### config.mk
export PLATFORM = sky130hd
export DESIGN_NAME = lobm_front
export DESIGN_NICKNAME = d
export VERILOG_FILES = /design/src/hw/rtl/lobm_pkg.sv /design/src/hw/rtl/lobm_front.sv
export SDC_FILE = /design/constraint.sdc
export NUM_CORES = 1
export LEC_CHECK = 0
export BUFFER_PORTS_ARGS = -buffer_cell sky130_fd_sc_hd__buf_4
export CORE_ASPECT_RATIO = 0.7
export CORE_UTILIZATION = 57
export CTS_CLUSTER_SIZE = 28
export DETAILED_ROUTE_END_ITERATION = 8
export PLACE_DENSITY = 0.94
export SLEW_MARGIN = 10
export SYNTH_ARGS = -nofsm -noshare
export SYNTH_HDL_FRONTEND = slang
export SYNTH_SLANG_ARGS = --single-unit
### constraint.sdc
create_clock -name clock -period 14.3 [get_ports clock]
set_input_delay 2.145 -clock clock [delete_from_list [all_inputs] [get_ports clock]]
set_output_delay 2.145 -clock clock [all_outputs]
set_load 0.03 [all_outputs]
### src/hw/rtl/lobm_pkg.sv
`timescale 1ns / 1ps
package lobm_pkg;
   localparam int BOOK_SLOTS_DEF = 32;
   localparam int ID_W = 32;
   localparam int PRICE_W = 16;
   localparam int QTY_W = 24;

   typedef enum logic [2:0] {
      EV_FILL      = 3'd0,
      EV_RESTED    = 3'd1,
      EV_KILLED    = 3'd2,
      EV_CANCELLED = 3'd3,
      EV_NOT_FOUND = 3'd4,
      EV_BOOK_FULL = 3'd5,
      EV_INVALID   = 3'd6
   } event_type;

   localparam logic OP_ADD    = 1'b0;
   localparam logic OP_CANCEL = 1'b1;
   localparam logic [1:0] SIDE_BUY  = 2'd0;
   localparam logic [1:0] SIDE_SELL = 2'd1;
   localparam logic KIND_MARKET = 1'b1;

   // classified command handed from front to back
   typedef struct packed {
      logic               invalid;
      logic               cancel;
      logic               buy;
      logic               market;
      logic [ID_W-1:0]    id;
      logic [PRICE_W-1:0] price;
      logic [QTY_W-1:0]   qty;
   } cmd_type;

   typedef struct packed {
      logic [2:0]         kind;
      logic [ID_W-1:0]    taker;
      logic [ID_W-1:0]    maker;
      logic [PRICE_W-1:0] price;
      logic [QTY_W-1:0]   qty;
      logic               last;
   } result_type;

   typedef struct packed {
      logic [ID_W-1:0]    id;
      logic [PRICE_W-1:0] price;
      logic [QTY_W-1:0]   rem;
   } entry_type;

   typedef enum logic [2:0] {
      ST_IDLE,
      ST_CANCEL,
      ST_MATCH,
      ST_REST,
      ST_EMIT
   } state_type;
endpackage

### src/hw/rtl/lobm_front.sv
`timescale 1ns / 1ps
module lobm_front
   import lobm_pkg::*;
(
   input  logic               clock,
   input  logic               reset,
   input  logic               req_valid,
   output logic               req_ready,
   input  logic               operation,
   input  logic [ID_W-1:0]    order_id,
   input  logic [1:0]         side,
   input  logic               order_kind,
   input  logic [PRICE_W-1:0] price,
   input  logic [QTY_W-1:0]   quantity,
   output logic               cmd_valid,
   input  logic               cmd_ready,
   output cmd_type            cmd
);
   // two-entry queue toward the back end
   cmd_type    q_ff [2];
   cmd_type    q_in [2];
   logic [1:0] cnt_ff, cnt_in;
   cmd_type    c;
   logic       push, pop;

   // classify
   always_comb begin
      c.invalid = (side != SIDE_BUY && side != SIDE_SELL) ||
                  (operation == OP_ADD && quantity == '0);
      c.cancel  = (operation == OP_CANCEL);
      c.buy     = (side == SIDE_BUY);
      c.market  = (order_kind == KIND_MARKET);
      c.id      = order_id;
      c.price   = price;
      c.qty     = quantity;
   end

   assign req_ready = (cnt_ff != 2'd2);
   assign push      = req_valid && req_ready;
   assign pop       = cmd_valid && cmd_ready;
   assign cmd_valid = (cnt_ff != 2'd0);
   assign cmd       = q_ff[0];

   always_comb begin
      q_in   = q_ff;
      cnt_in = cnt_ff;
      if (pop) begin
         q_in[0] = q_ff[1];
      end
      if (push) begin
         if (pop) q_in[cnt_ff[1]] = c;
         else     q_in[cnt_ff[0]] = c;
      end
      cnt_in = cnt_ff + {1'b0, push} - {1'b0, pop};
   end

   always_ff @(posedge clock) begin
      q_ff <= q_in;
      if (reset) cnt_ff <= '0;
      else       cnt_ff <= cnt_in;
   end
endmodule

==> results.cfg <==
[run_status]
status = finished clean

[synth]
synth-xor-area-share_pct = 0.276
synth.distinct_cells = 28
yosys.area_share.simple_pct = 17.9
ys_warn_count = 0
synth_top_family_by_area = simple AND/OR/NAND/NOR gates
yosysSeqAreaShare_pct = 60.7
synth_compound_area_share_pct = 7.98
netlist_area_um2 = 6340
syn_avg_cell_area_um2 = 10.6
syn-num-nets = 678
syn_inst = 596
synth.area.mux_share_pct = 0.612
yosys_register_bits = 154
synthAdderAreaFrac_pct = 0.395

[global_routing]
grt_pass1_wl_mm = 20.6
grt_pass1_vias = 4297
grt-ovfl-total = 0
antenna_found_initial = 0
grt_max_degree = 78
gr-usage-all-layers_pct = 22.9

[clocking]
tritoncts = done
clock_latency_ps = 410
root_buffer = clkbuf_16
clock-sinks = 154
cts_resized = 0
htreeDepth = 4
postCtsSetupBuffers = 0
clk_pin_slew_ps = 60
cts_buffer_depth = 2
ctsHoldBuffers = 0
numCtsBuffers = 17

[routing]
top_layer_used = met4
met1_length_mm = 5.58
routed_wl_mm = 13.0
met2_length_mm = 6.25
wire_per_inst_um = 15.7
wl_met3_mm = 1.00
ant_nets = 0
drc_errors = 0
vias = 4377
viasPerCell = 5.29
firstDrtPassIters = 5
drt_iter0_markers = 404

[setup_path]
crit_path_end_kind = flop
crit_required_ps = 14590
cp-start-kind = input port
worst-path-max-fanout = 77
crit_type = input port to flop
critPathArrivalTime_ps = 4580

[layout]
stdcell_area_um2 = 7610
nets = 749
antennaDiodeCount = 0
fin_util_pct = 71.9
drive_gt1_share_pct = 29.0
layout-area-overhead-vs-synth_pct = 20.1

[timing]
fin_crit_ps = 4290
worst_slew_pin_slew_ps = 961
rsz0062_at_grt = no
skew_ps = 10.4
finalCritPeriodShare_pct = 30.0
slew_viol_final = 0
final-hold-violation-count = 0
max-slew-margin-rel_pct = 36.0
fmax_mhz = 233
finalSetupTns_ps = 0
setup_viol = 0
hold_ws_ps = 484

[die]
core_um2 = 10600
pin_count = 158
initial_core_util_pct = 59.8
row_count = 31
die_x_um = 128
die_area_um2 = 11600
die_h_um = 90.2

[hold_path]
hp-class = flop to flop

[placement]
port-buffer-count = 157
dp_hpwl_mm = 8.15
dpl-instance-area_um2 = 7000
gp_congestion = 0.796

[power]
power.total_mw = 1.80
peakVddDrop_mv = 0.129
p_leak_nw = 3.00
powerDensity_nw_per_um2 = 237

[job]
maxCapViolCount = 0
-- power by group --
part,switching (mW),total (mW),internal [mW],leakage [nW]
registers,0.0705,0.681,0.611,1.37
logic,0.425,0.661,0.236,1.34
clock network,0.177,0.457,0.280,0.295
-- Yosys cell counts --
master / n / area share [%]
nor2b_1: 76 / 7.5
a21oi_1: 1 / 0.079
nor4_1: 5 / 0.49
o22ai_1: 75 / 7.4
o21a_1: 1 / 0.12
edfxtp_1: 76 / 36
mux2i_1: 1 / 0.16
nand2b_1: 1 / 0.099
dfxtp_1: 78 / 25
nor2_1: 154 / 9.1
buf_6: 6 / 1.1
or2_1: 1 / 0.099
o21ba_2: 1 / 0.16
nand4_1: 1 / 0.099
o31a_1: 1 / 0.14
buf_1: 4 / 0.24
o21ai_1: 1 / 0.079
clkbuf_1: 9 / 0.53
mux2i_2: 1 / 0.22
nand3_1: 2 / 0.16
inv_1: 2 / 0.12
ha_1: 2 / 0.39
buf_2: 8 / 0.63
mux2_4: 1 / 0.24
nor3_1: 2 / 0.16
nand2_1: 3 / 0.18
buf_4: 81 / 9.6
xnor2_1: 2 / 0.28
-- placed cells by master, fill, tap and decap left out, drive strengths merged --
cell type    n
a21oi        1
buf        160
bufinv       3
clkbuf      18
clkinv       6
clkinvlp     2
dfxtp       78
edfxtp      76
ha           2
inv          5
mux2         1
mux2i        2
nand2        3
nand2b       1
nand3        2
nand4        1
nor2       154
nor2b       76
nor3         2
nor4         5
o21a         1
o21ai        1
o21ba        1
o22ai       75
o31a         1
or2          1
xnor2        2
-- through the flow --
stage                     cells  setup WS [ps]
after CTS                   828           9990
final                       828          10010
after global routing        828           9830
after floorplan             596           7870
after detailed placement    796           9580
after global placement      796           9730
-- routing by layer --
metal / vias up / GRT usage [%]
li1: 2104 / -
met1: 2045 / 29.8
met2: 213 / 37.7
met3: 15 / 5.48
met4: 0 / 7.45
met5: - / 0
-- worst paths after layout --
| check | start | end | slack (ps) | depth (start not counted) |
|---|---|---|---|---|
| worst max-delay path | cmd_ready | cmd[52] | 10010 | 6 |
| worst min-delay path | cmd[74] | cmd[74] | 480 | 2 |
| worst max register to register | cnt_ff[1] | cmd[52] | 11590 | 5 |
| worst min register to register | cmd[74] | cmd[74] | 480 | 2 |
-- cell type report --
type                    count  area, um^2
clock inverters            14         168
fillers                   711        2980
multi-input cells         332        1770
well taps                 148         185
inverters                   2        7.51
clock buffers              18         439
repair buffers            160        1200
flip-flops and latches    154        3840
-- critical path: stages --
cell     delay [ps]
buf_4           150
mux2i_4         230
buf_4           640
nand3_4         820
o22ai_1         420
nor2_1           80
-- cell families (layout without fill, tap and decap cells) --
family | count (synthesis) | in the layout
AO/OA/AOI/OAI | 80 | 80
AND/OR/NAND/NOR | 245 | 245
buffers and inverters | 110 | 194
XOR/XNOR | 2 | 2
multiplexers | 3 | 3
adder cells (fa/ha/maj) | 2 | 2
flip-flops | 154 | 154
Note: power is estimated with default switching activity, not from simulation.
